File: src/design/lfu_pkg.sv
`timescale 1ns / 1ps
// Shared types and constants for the LFU cache engine.
// No dependencies; imported by lfu_csr, lfu_core and lfu_cache_engine_top.
package lfu_pkg;

   localparam int KEY_W   = 32;
   localparam int CAP_W   = 5;
   localparam int APB_DW  = 32;
   localparam int APB_AW  = 3;

   localparam logic [CAP_W-1:0]  CAP_RESET = 5'd16;
   localparam logic              REQ_GET   = 1'b0;
   localparam logic              REQ_PUT   = 1'b1;
   localparam logic              REG_CAPACITY = 1'b0;
   localparam logic [KEY_W-1:0]  READ_MISS = '1;
   localparam logic [KEY_W-1:0]  READ_PUT  = '0;

   typedef struct packed {
      logic                     req_type;
      logic signed [KEY_W-1:0]  req_key;
      logic signed [KEY_W-1:0]  req_value;
   } lfu_req_type;

   typedef struct packed {
      logic                     hit;
      logic signed [KEY_W-1:0]  read_value;
      logic                     evicted;
   } lfu_rsp_type;

   typedef enum logic [2:0] {
      S_IDLE,
      S_SCAN,
      S_DECIDE,
      S_UPDATE,
      S_DONE
   } lfu_state_type;

endpackage

File: src/design/lfu_ram.sv
`timescale 1ns / 1ps
// Generic single-write, single-read RAM with registered read data.
// No dependencies.
module lfu_ram #(
   parameter int WIDTH = 8,
   parameter int DEPTH = 16
) (
   input  logic                                   clock,
   input  logic                                   we,
   input  logic [(DEPTH > 1 ? $clog2(DEPTH) : 1)-1:0] waddr,
   input  logic [WIDTH-1:0]                       wdata,
   input  logic [(DEPTH > 1 ? $clog2(DEPTH) : 1)-1:0] raddr,
   output logic [WIDTH-1:0]                       rdata
);

   logic [WIDTH-1:0] mem [DEPTH];
   logic [WIDTH-1:0] rdata_ff;

   always_ff @(posedge clock) begin
      if (we) begin
         mem[waddr] <= wdata;
      end
      rdata_ff <= mem[raddr];
   end

   assign rdata = rdata_ff;

endmodule

File: src/design/lfu_csr.sv
`timescale 1ns / 1ps
// APB configuration register file: holds the capacity register.
// Depends on lfu_pkg.
module lfu_csr
   import lfu_pkg::*;
(
   input  logic              clock,
   input  logic              reset,
   input  logic              psel,
   input  logic              penable,
   input  logic              pwrite,
   input  logic [APB_AW-1:0] paddr,
   input  logic [APB_DW-1:0] pwdata,
   output logic [APB_DW-1:0] prdata,
   output logic              pready,
   output logic [CAP_W-1:0]  capacity
);

   logic [CAP_W-1:0] capacity_ff;
   logic [CAP_W-1:0] capacity_in;
   logic             wr_en;

   assign wr_en = psel && penable && pwrite;

   always_comb begin
      capacity_in = capacity_ff;
      if (wr_en && paddr[2] == REG_CAPACITY) begin
         capacity_in = pwdata[CAP_W-1:0];
      end
   end

   always_ff @(posedge clock) begin
      if (reset) begin
         capacity_ff <= CAP_RESET;
      end else begin
         capacity_ff <= capacity_in;
      end
   end

   always_comb begin
      prdata = '0;
      if (paddr[2] == REG_CAPACITY) begin
         prdata = {{(APB_DW-CAP_W){1'b0}}, capacity_ff};
      end
   end

   assign pready   = 1'b1;
   assign capacity = capacity_ff;

endmodule

File: src/design/lfu_core.sv
`timescale 1ns / 1ps
// Sequencer and shared compare/update unit of the LFU cache: one table sweep for
// lookup and victim choice; hits and puts sweep again to rewrite counts and ranks.
// Depends on lfu_pkg and lfu_ram.
module lfu_core
   import lfu_pkg::*;
#(
   parameter int DEPTH       = 16,
   parameter int COUNT_WIDTH = 16
) (
   input  logic              clock,
   input  logic              reset,
   input  logic [CAP_W-1:0]  capacity,
   input  logic              start,
   input  lfu_req_type       req_item,
   output logic              busy,
   output logic              rsp_strobe,
   output lfu_rsp_type       rsp_item
);

   localparam int IW    = (DEPTH > 1) ? $clog2(DEPTH) : 1;
   localparam int RW    = IW;
   localparam int CW    = COUNT_WIDTH;
   localparam int OCC_W = $clog2(DEPTH + 1);

   typedef struct packed {
      logic [KEY_W-1:0] key;
      logic [KEY_W-1:0] value;
      logic [CW-1:0]    count;
      logic [RW-1:0]    rank;
   } entry_type;

   localparam int ENT_W = $bits(entry_type);
   localparam logic [IW-1:0] LAST_IDX = IW'(DEPTH - 1);

   lfu_state_type     state_ff, state_in;
   lfu_req_type       req_ff, req_in;
   logic [IW-1:0]     addr_ff, addr_in;
   logic              issue_ff, issue_in;
   logic              pipe_vld_ff, pipe_vld_in;
   logic [IW-1:0]     pipe_idx_ff, pipe_idx_in;
   logic [DEPTH-1:0]  valid_ff, valid_in;
   logic [OCC_W-1:0]  occ_ff, occ_in;
   logic              hit_ff, hit_in;
   logic [IW-1:0]     slot_ff, slot_in;
   entry_type         hit_ent_ff, hit_ent_in;
   logic              vic_found_ff, vic_found_in;
   logic [IW-1:0]     vic_idx_ff, vic_idx_in;
   logic [CW-1:0]     vic_cnt_ff, vic_cnt_in;
   logic [RW-1:0]     vic_rank_ff, vic_rank_in;
   logic              free_found_ff, free_found_in;
   logic [IW-1:0]     free_idx_ff, free_idx_in;
   logic [IW-1:0]     tgt_ff, tgt_in;
   logic [RW-1:0]     old_rank_ff, old_rank_in;
   logic              all_ff, all_in;
   entry_type         new_ent_ff, new_ent_in;
   lfu_rsp_type       rsp_ff, rsp_in;

   logic              ram_we;
   entry_type         ram_wdata;
   logic [ENT_W-1:0]  ram_rdata;
   entry_type         rd_ent;
   logic              cur_valid;
   logic              cap_big;
   logic              cap_zero;
   logic [OCC_W-1:0]  cap_eff;
   logic [CW-1:0]     hit_cnt_inc;

   lfu_ram #(
      .WIDTH (ENT_W),
      .DEPTH (DEPTH)
   ) u_table (
      .clock (clock),
      .we    (ram_we),
      .waddr (pipe_idx_ff),
      .wdata (ram_wdata),
      .raddr (addr_ff),
      .rdata (ram_rdata)
   );

   assign rd_ent      = entry_type'(ram_rdata);
   assign cur_valid   = valid_ff[pipe_idx_ff];
   assign cap_big     = 32'(capacity) > 32'(DEPTH);
   assign cap_zero    = capacity == '0;
   assign cap_eff     = cap_big ? OCC_W'(DEPTH) : OCC_W'(capacity);
   assign hit_cnt_inc = (hit_ent_ff.count == '1) ? hit_ent_ff.count
                                                 : CW'(hit_ent_ff.count + 1'b1);

   always_comb begin
      state_in      = state_ff;
      req_in        = req_ff;
      addr_in       = addr_ff;
      issue_in      = issue_ff;
      pipe_vld_in   = 1'b0;
      pipe_idx_in   = addr_ff;
      valid_in      = valid_ff;
      occ_in        = occ_ff;
      hit_in        = hit_ff;
      slot_in       = slot_ff;
      hit_ent_in    = hit_ent_ff;
      vic_found_in  = vic_found_ff;
      vic_idx_in    = vic_idx_ff;
      vic_cnt_in    = vic_cnt_ff;
      vic_rank_in   = vic_rank_ff;
      free_found_in = free_found_ff;
      free_idx_in   = free_idx_ff;
      tgt_in        = tgt_ff;
      old_rank_in   = old_rank_ff;
      all_in        = all_ff;
      new_ent_in    = new_ent_ff;
      rsp_in        = rsp_ff;
      ram_we        = 1'b0;
      ram_wdata     = rd_ent;

      // advance the read sweep
      if ((state_ff == S_SCAN || state_ff == S_UPDATE) && issue_ff) begin
         pipe_vld_in = 1'b1;
         if (addr_ff == LAST_IDX) begin
            issue_in = 1'b0;
         end else begin
            addr_in = IW'(addr_ff + 1'b1);
         end
      end

      case (state_ff)
         S_IDLE: begin
            if (start) begin
               req_in        = req_item;
               addr_in       = '0;
               issue_in      = 1'b1;
               hit_in        = 1'b0;
               vic_found_in  = 1'b0;
               free_found_in = 1'b0;
               state_in      = S_SCAN;
            end
         end
         S_SCAN: begin
            if (pipe_vld_ff) begin
               if (cur_valid) begin
                  if (rd_ent.key == req_ff.req_key) begin
                     hit_in     = 1'b1;
                     slot_in    = pipe_idx_ff;
                     hit_ent_in = rd_ent;
                  end
                  if (!vic_found_ff || rd_ent.count < vic_cnt_ff ||
                      (rd_ent.count == vic_cnt_ff && rd_ent.rank > vic_rank_ff)) begin
                     vic_found_in = 1'b1;
                     vic_idx_in   = pipe_idx_ff;
                     vic_cnt_in   = rd_ent.count;
                     vic_rank_in  = rd_ent.rank;
                  end
               end else if (!free_found_ff) begin
                  free_found_in = 1'b1;
                  free_idx_in   = pipe_idx_ff;
               end
               if (pipe_idx_ff == LAST_IDX) begin
                  state_in = S_DECIDE;
               end
            end
         end
         S_DECIDE: begin
            rsp_in.hit        = hit_ff;
            rsp_in.read_value = READ_PUT;
            rsp_in.evicted    = 1'b0;
            new_ent_in.key    = req_ff.req_key;
            new_ent_in.rank   = '0;
            addr_in           = '0;
            all_in            = 1'b0;
            state_in          = S_DONE;
            if (req_ff.req_type == REQ_GET) begin
               if (hit_ff) begin
                  rsp_in.read_value = hit_ent_ff.value;
                  new_ent_in.value  = hit_ent_ff.value;
                  new_ent_in.count  = hit_cnt_inc;
                  tgt_in            = slot_ff;
                  old_rank_in       = hit_ent_ff.rank;
                  issue_in          = 1'b1;
                  state_in          = S_UPDATE;
               end else begin
                  rsp_in.read_value = READ_MISS;
               end
            end else if (!cap_zero) begin
               new_ent_in.value = req_ff.req_value;
               issue_in         = 1'b1;
               state_in         = S_UPDATE;
               if (hit_ff) begin
                  new_ent_in.count = hit_cnt_inc;
                  tgt_in           = slot_ff;
                  old_rank_in      = hit_ent_ff.rank;
               end else if (occ_ff >= cap_eff) begin
                  new_ent_in.count = CW'(1);
                  tgt_in           = vic_idx_ff;
                  old_rank_in      = vic_rank_ff;
                  rsp_in.evicted   = 1'b1;
               end else if (free_found_ff) begin
                  new_ent_in.count      = CW'(1);
                  tgt_in                = free_idx_ff;
                  all_in                = 1'b1;
                  valid_in[free_idx_ff] = 1'b1;
                  occ_in                = OCC_W'(occ_ff + 1'b1);
               end else begin
                  issue_in = 1'b0;
                  state_in = S_DONE;
               end
            end
         end
         S_UPDATE: begin
            if (pipe_vld_ff) begin
               if (pipe_idx_ff == tgt_ff) begin
                  ram_we    = 1'b1;
                  ram_wdata = new_ent_ff;
               end else if (cur_valid && (all_ff || rd_ent.rank < old_rank_ff)) begin
                  ram_we         = 1'b1;
                  ram_wdata.rank = RW'(rd_ent.rank + 1'b1);
               end
               if (pipe_idx_ff == LAST_IDX) begin
                  state_in = S_DONE;
               end
            end
         end
         S_DONE: begin
            state_in = S_IDLE;
         end
         default: begin
            state_in = S_IDLE;
         end
      endcase
   end

   always_ff @(posedge clock) begin
      if (reset) begin
         state_ff    <= S_IDLE;
         issue_ff    <= 1'b0;
         pipe_vld_ff <= 1'b0;
         valid_ff    <= '0;
         occ_ff      <= '0;
      end else begin
         state_ff    <= state_in;
         issue_ff    <= issue_in;
         pipe_vld_ff <= pipe_vld_in;
         valid_ff    <= valid_in;
         occ_ff      <= occ_in;
      end
   end

   always_ff @(posedge clock) begin
      req_ff        <= req_in;
      addr_ff       <= addr_in;
      pipe_idx_ff   <= pipe_idx_in;
      hit_ff        <= hit_in;
      slot_ff       <= slot_in;
      hit_ent_ff    <= hit_ent_in;
      vic_found_ff  <= vic_found_in;
      vic_idx_ff    <= vic_idx_in;
      vic_cnt_ff    <= vic_cnt_in;
      vic_rank_ff   <= vic_rank_in;
      free_found_ff <= free_found_in;
      free_idx_ff   <= free_idx_in;
      tgt_ff        <= tgt_in;
      old_rank_ff   <= old_rank_in;
      all_ff        <= all_in;
      new_ent_ff    <= new_ent_in;
      rsp_ff        <= rsp_in;
   end

   assign busy       = state_ff != S_IDLE;
   assign rsp_strobe = state_ff == S_DONE;
   assign rsp_item   = rsp_ff;

endmodule

File: src/design/lfu_cache_engine_top.sv
`timescale 1ns / 1ps
// Top level of the LFU cache engine with LRU tie-break.
// Depends on lfu_pkg, lfu_csr, lfu_core (and lfu_ram through lfu_core).
//
// Usage:
//   Requests: drive req_item (get or put of a key and value) with start high;
//   the request is taken at a clock edge where start is high and busy is low.
//   Results: rsp_item is valid for exactly one cycle while rsp_strobe is high;
//   the receiver cannot stall, so it must capture the item in that cycle.
//   Configuration: APB port, capacity register at byte address 0, written by the
//   user only while the engine is idle (not enforced). pready is always high.
// Operation:
//   Each request sweeps the entry table once through a single RAM read port
//   to find the key, the victim and a free slot. Hits and puts at nonzero capacity
//   then sweep it again to rewrite counts and recency ranks.
//   One request at a time; the next one can be taken in the cycle after the strobe.
// Reset: synchronous, active high; empties the cache and sets capacity to 16.
module lfu_cache_engine_top
   import lfu_pkg::*;
#(
   parameter int DEPTH       = 16,
   parameter int COUNT_WIDTH = 16
) (
   input  logic              clock,
   input  logic              reset,
   input  logic              start,
   output logic              busy,
   input  lfu_req_type       req_item,
   output logic              rsp_strobe,
   output lfu_rsp_type       rsp_item,
   input  logic              psel,
   input  logic              penable,
   input  logic              pwrite,
   input  logic [APB_AW-1:0] paddr,
   input  logic [APB_DW-1:0] pwdata,
   output logic [APB_DW-1:0] prdata,
   output logic              pready
);

   logic [CAP_W-1:0] capacity;

   lfu_csr u_csr (
      .clock    (clock),
      .reset    (reset),
      .psel     (psel),
      .penable  (penable),
      .pwrite   (pwrite),
      .paddr    (paddr),
      .pwdata   (pwdata),
      .prdata   (prdata),
      .pready   (pready),
      .capacity (capacity)
   );

   lfu_core #(
      .DEPTH       (DEPTH),
      .COUNT_WIDTH (COUNT_WIDTH)
   ) u_core (
      .clock      (clock),
      .reset      (reset),
      .capacity   (capacity),
      .start      (start),
      .req_item   (req_item),
      .busy       (busy),
      .rsp_strobe (rsp_strobe),
      .rsp_item   (rsp_item)
   );

endmodule
File: config.mk
export PLATFORM = sky130hd
export DESIGN_NAME = lfu_cache_engine_top
export DESIGN_NICKNAME = d
export VERILOG_FILES = /design/src/design/lfu_pkg.sv /design/src/design/lfu_ram.sv /design/src/design/lfu_csr.sv /design/src/design/lfu_core.sv /design/src/design/lfu_cache_engine_top.sv
export SDC_FILE = /design/constraint.sdc
export NUM_CORES = 1
export LEC_CHECK = 0
export BUFFER_PORTS_ARGS = -buffer_cell sky130_fd_sc_hd__clkbuf_2
export CORE_MARGIN = 8
export CORE_UTILIZATION = 45
export DETAILED_ROUTE_END_ITERATION = 8
export PLACE_DENSITY = 0.57
export REMOVE_ABC_BUFFERS = 1
export SYNTH_ARGS = -nofsm -noshare
export SYNTH_HDL_FRONTEND = slang
export SYNTH_HIERARCHICAL = 1
export SYNTH_SLANG_ARGS = --single-unit
File: constraint.sdc
create_clock -name clock -period 15.97 [get_ports clock]
set_clock_uncertainty 0.15 [all_clocks]
set_input_delay 1.597 -clock clock [delete_from_list [all_inputs] [get_ports clock]]
set_output_delay 1.597 -clock clock [all_outputs]
set_load 0.1 [all_outputs]
======== After elaboration in Yosys (flattened, before gate mapping) ========
Memories as Yosys holds them, arrays and structs flattened. A register that Yosys moved wholly into a read port is not among the register bits.
Index checks and enable logic that the tools add are counted.
storage, ports and cells
  memories kept ........................... 1
  input port bits ......................... 106
  memory bits (read-only) ................. 0
  logic and storage cells ................. 181
  flip-flop bits (word level) ............. 314
  bits in writable memories ............... 1,344
  latch bits .............................. 0
cells by class
  equality and inequality tests ........... 20
  shift-type cells ........................ 0
  multipliers ............................. 0
  add/subtract/negate cells ............... 4
  muxes and demuxes ....................... 76
  reductions and logical operators ........ 33
  bitwise logic cells ..................... 8
  div/mod/pow operators ................... 0
  $lt $le $gt $ge ......................... 8
memory list
  memory              words  width  read ports  clocked after memory_dff  wr ports  RTL line       source
  u_core.u_table.mem  16     84     1           1                         1         lfu_ram.sv:16  logic [WIDTH-1:0] mem [DEPTH];
operators by type and width
  cell                                                number
  two-way mux 84 bit                                  2
  two-way mux 48 bit                                  3
  two-way mux 80 bit                                  1
  two-way mux 16 bit                                  4
  two-way mux 4 bit                                   16
  two-way mux 3 bit                                   11
  == test 32 bit                                      1
  two-way mux 32 bit                                  1
  two-way mux 1 bit                                   28
  AND reduction 4 bit                                 6
  adder 16 x 1 -> 16 bit, second input constant       1
  == test 16 bit                                      1
  == test 16 bit, second input constant               1
  < comparator 16 bit                                 1
  bitwise OR 16 bit                                   1
  AND reduction 5 bit                                 3
  != test 2 bit, second input constant                7
  case mux 3 bit (4 select lines)                     1
  < comparator 4 x 5 -> 1 bit, second input constant  2
  two-way mux 5 bit                                   2
  adder 4 x 1 -> 4 bit, second input constant         2
  == test 4 bit, second input constant                2
  case mux 1 bit (2 select lines)                     4
  case mux 4 bit (2 select lines)                     1
  26 further kinds                                    47

======== Depth between registers and ports, before layout ========
  depth in word-level cells ............... 9
  depth in mapped cells ................... 10
  depth with buffers taken out ............ 9

======== Modules after synthesis ========
The synthesis kept the hierarchy.
by module, submodules not included
  module    sequential area each (um^2)  instances  cells an instance  area each (um^2)
  lfu_ram   42,040.3                     1          2,154              52,052.4
  lfu_core  8,938.6                      1          932                13,161.4
  lfu_csr   100.1                        1          58                 494.2

======== Worst setup path before layout ========
Ideal clock, no wire load.
  path type ............................... register to register
  from .................................... register u_core.pipe_idx_ff[1]
  to ...................................... memory u_core/u_table/mem[0][0] in the netlist's numbering, enable pin
  cell stages (with the launch flop) ...... 10
  buffers on the path ..................... 3
  required time ........................... 15.191 ns
  arrival time ............................ 7.763 ns
  period minus slack after synthesis ...... 8.542 ns
  setup slack ............................. 7.428 ns
  path through ............................ dfxtp_1 -> xor2_1 -> nor3_1 -> and3_1 -> buf_2 -> buf_4 -> buf_4 -> nand2b_1 -> or3b_2 -> nor3_1
between the ends
  longest elaborated chain between the ends .. 9
ends and longest elaborated chain
  element                                      RTL line         source
  from (decl)                                  lfu_core.sv:41   logic [IW-1:0] pipe_idx_ff, pipe_idx_in;
  from (signal assigned)                       lfu_core.sv:249  pipe_idx_ff <= pipe_idx_in;
  binary-select mux 1 bit (select 4 bit)       lfu_core.sv:82   assign cur_valid = valid_ff[pipe_idx_ff];
  two-way mux 1 bit (not written as such)      lfu_core.sv:82
  logical AND 1 bit                            lfu_core.sv:212  end else if (cur_valid && (all_ff || rd_ent.rank < old_rank_ff)) begin
  two-way mux 1 bit                            lfu_core.sv:212
  two-way mux 1 bit (*)                        lfu_core.sv:209  if (pipe_idx_ff == tgt_ff) begin
  two-way mux 1 bit (*)                        lfu_core.sv:208  if (pipe_vld_ff) begin
  two-way mux 1 bit (*)                        lfu_core.sv:125  case (state_ff)
  named net u_core.ram_we                      lfu_core.sv:59   logic ram_we;
  two-way mux 1 bit (*)                        lfu_ram.sv:20    if (we) begin
  two-way mux 1 bit (not written as such) (*)  lfu_ram.sv:21    mem[waddr] <= wdata;
  to (decl)                                    lfu_ram.sv:16
The timed path passes the listed nets; every way through them passes the cells marked *. The select of a mux whose other input is x is not followed.

======== Final worst setup path ========
  from .................................... register u_core.pipe_idx_ff[0]
  to ...................................... memory u_core/u_table/mem[2][54] in the netlist's numbering, enable pin
Same word-level chain as after synthesis.

==> summary.md <==
| Metric | Value |
|---|---|
| Top Ports | 175 |
| Static Leakage | ~23 nW |
| Post-synth EDFFs | 1619 |
| Initial DRC Count | 2430 |
| Final hold violation count | 0 |
| Nets@finish | 3486 |
| WL per Instance | 28.0 um |
| Die Y | 398 um |
| Total power | 9.75 mW |
| Setup crit end kind | flip-flop |
| Data required, critical path | 16.22 ns |
| Power Dens Cells | 131 mW/mm^2 |
| Synth cell types | 63 |
| Hold_ws | 0.266 ns |
| Slowest CP cell | dfxtp_1 |
| Share of cells above drive strength 1 | 0.241 |
| Vias in the first global route | approximately 33k |
| CP max stage delay | between 0.8 and 0.9 ns |
| CTS clk-pin slew, worst paths | 0.06 ns |
| Register area share after synthesis | 0.777 |
| Fin crit share | 0.343 |
| Final setup vio count | 0 |
| Critical path class | reg2reg |
| Antenna-violating nets left | 0 |
| Type of the most critical hold path | reg2reg |
| Max Buffers Root-to-Sink | 3 |
| First drt pass iteration count | 6 |
| Worst R2R Setup Slack | 10.49 ns |
| Syn Area/Cell | 20.9 sq um |
| CTS tree | done |
| Max Transition Viols Final | 0 |
| Die Wd | 398 um |
| Reg2Reg Capture Point | u_core/u_table/mem[2][54]$_DFFE_PP_ |
| Initial antenna violation count | 2 |
| Setup Total Neg Slack | 0 ns |
| Hold buffers post-CTS | 0 |
| Num CTS Buffers | 178 |
| First-pass GRT wire length | 222000 um |
| CP most frequent cell | buf_4 |
| VDD IR-drop max | around 0.099 mV |
| Core Rows | 140 |
| Worst Reg2Reg Path Length in Cells | 9 |
| Fmax | 182 MHz |
| Critical Path Source Type | flip-flop |
| Final wirelength | approximately 150000 um |
| Hold_sp | u_core/u_table/rdata[47]$_DFF_P_ |
| Slew @ Worst Pin | 1.11 ns |
| Post-CTS Setup Bufs | 0 |
| Vias post-DR | 31.1k |
| Most frequent cells in the layout | edfxtp_1 (1619), mux4_2 (337), clkbuf_16 (183), nand2_1 (145), a22oi_1 (128) |
| FFs w/ async S/R, synth | 0 |
| RSZ-0062 raised after global routing | no |
| Worst skew pair latency | 0.80 ns |
| Fin crit period | about 5.5 ns |
| CP bufs+invs | 2 |
| Overflow after GRT | 0 |
| Post-Layout Cell Count | 5415 |
| Vias per cell | 5.74 |
| Clock sink total | 1742 |
| Register area | 0.0511 sq mm |
| Core Region | roughly 0.15 sq mm |
| Largest net degree at the start of global routing | approximately 150 |
| Crit Reg-Reg Startpoint | u_core/pipe_idx_ff[0]$_DFF_P_ |
| Worst path cell trace | mux4_1 -> mux2i_1 -> mux2i_4 -> o311ai_4 -> nand2b_1 -> or3b_2 -> nor2_4 -> buf_4 -> buf_4 |
| Root Buffer | clkbuf_16 |
| Hold depth | 0 |
| Footprint of the multi-input gates | 0.0137 sq mm |
| Synthesized cell area | 0.0657 sq mm |
| Synth Register Bits | 1742 |
| P&R area growth vs syn | 12.9% |
| Drt drc | 0 |
| Placed insts | 5085 |
| Total global-route track usage | 0.191 |
| Status | finished, final reports clean |
| Family with the most delay on the worst path | buffers and inverters |
| YS warnings | 6 |
| # resized after CTS | 0 |
| H-tree Lvls | 4 |
| Starting Density | 0.452 |
| # diodes | 0 |
| Post-DP HPWL | between 70000 and 80000 um |
| Cells after synthesis | 3144 |
| Slew headroom | 0.253 |
| Top_reg_cell synth | edfxtp_1 |
| Commonest non-fill, non-tap cell in the layout | edfxtp_1 |
| Critical path data arrival time | approximately 5.7 ns |
| Die footprint | 0.159 sq mm |
| CP Max Fanout | between 40 and 50 |
| Max_cap viols | 0 |
| Final-layout fill cell count | around 12k |
| Port Buffers | approximately 120 |
| Final GP Congestion | 0.741 |
| Hold EP | u_core/hit_ent_ff[47]$_DFFE_PP_ |
==> cells by family (layout without fill, tap and decap cells) <==
| logic type | Yosys count | in the layout | synth area share |
|---|---|---|---|
| buffers and inverters | 242 | 570 | 0.0181 |
| DFF | 1742 | 1742 | 0.777 |
| and+or+nand+nor | 324 | 324 | 0.0235 |
| adders and majority gates | 32 | 32 | 0.00609 |
| muxes | 433 | 433 | 0.133 |
| other | 2 | 28 | 0.000114 |
| AOI/OAI and AO/OA | 318 | 318 | 0.0354 |
| xor gates and xnor gates | 51 | 51 | 0.00680 |
==> report_power, final <==
part           switching [mW]  total (mW)  internal [mW]
logic                   0.359       0.589          0.230
clock network            1.70        4.00           2.30
registers              0.0500        5.16           5.11
total                    2.10        9.75           7.64
==> state kept, by name, indices dropped and copies added (netlist names), 5 cells and up <==
signal,count
u_core/new_ent_ff,80
u_csr/capacity,5
u_core/u_table/mem,1344
u_core/occ_ff,5
u_core/rsp_item,34
u_core/u_table/rdata,84
u_core/valid_ff,16
u_core/vic_cnt_ff,16
u_core/req_ff,65
u_core/hit_ent_ff,52
==> worst register-to-register path, cell delays in order, from the launching register on <==
cell and delay [ns]:
dfxtp_1 0.86, mux4_1 0.41, mux2i_1 0.13, mux2i_4 0.27, o311ai_4 0.22, nand2b_1 0.18
or3b_2 0.58, nor2_4 0.68, buf_4 0.72, buf_4 0.87
==> cells in the mapped netlist (all sizes together) (17+ instances only) <==
cell type | number | area [sq um]
nand2 | 145 | 544
nor3 | 23 | 115
mux2 | 79 | 890
nand4 | 17 | 121
o21ai | 56 | 280
nor2 | 63 | 241
xnor2 | 46 | 403
a22oi | 168 | 1460
buf | 110 | 692
a31oi | 22 | 138
ha | 32 | 400
a21oi | 49 | 245
clkbuf | 66 | 249
mux4 | 340 | 7670
edfxtp | 1619 | 48600
dfxtp | 123 | 2460
inv | 66 | 248
==> worst max path at each step <==
| stage | slack, ns | cells past startpoint | start | endpoint |
|---|---|---|---|---|
| after global placement | 10.54 | 9 | u_core/pipe_idx_ff[0]$_DFF_P_ | u_core/u_table/mem[2][58]$_DFFE_PP_ |
| final | 10.49 | 9 | u_core/pipe_idx_ff[0]$_DFF_P_ | u_core/u_table/mem[2][54]$_DFFE_PP_ |
| after detailed placement | 10.49 | 9 | u_core/pipe_idx_ff[0]$_DFF_P_ | u_core/u_table/mem[2][58]$_DFFE_PP_ |
| after global routing | 10.28 | 9 | u_core/pipe_idx_ff[0]$_DFF_P_ | u_core/u_table/mem[2][54]$_DFFE_PP_ |
| after floorplan | 0.59 | 5 | u_core/addr_ff[0]$_DFF_P_ | u_core/addr_ff[0]$_DFF_P_ |
| after CTS | 10.46 | 9 | u_core/pipe_idx_ff[0]$_DFF_P_ | u_core/u_table/mem[2][54]$_DFFE_PP_ |
==> area by class of cell <==
type,count,area share
clock inverters,73,0.00846
clock buffers,257,0.0678
inverters,66,0.00337
flip-flops and latches,1742,0.688
repair buffers,174,0.0148
multi-input cells,1186,0.185
well taps,1917,0.0323
==> routing by layer <==
layer / track usage / wire length (um) / vias up
li1: - / - / 13221
met1: 0.264 / 64900 / 16647
met2: 0.317 / 74900 / 978
met3: 0.0333 / 8670 / 212
met4: 0.0486 / 3000 / 0
met5: 0 / 0 / -
==> stage by stage <==
step                      setup WS (ns)   util  area, sq um
after floorplan                   0.590      -        64900
after global placement            10.54  0.471        68500
after detailed placement          10.49  0.471        68500
after CTS                         10.46  0.510        74200
after global routing              10.28  0.510        74200
final                             10.49  0.510        74200
Note: power is estimated with default switching activity, not from simulation.
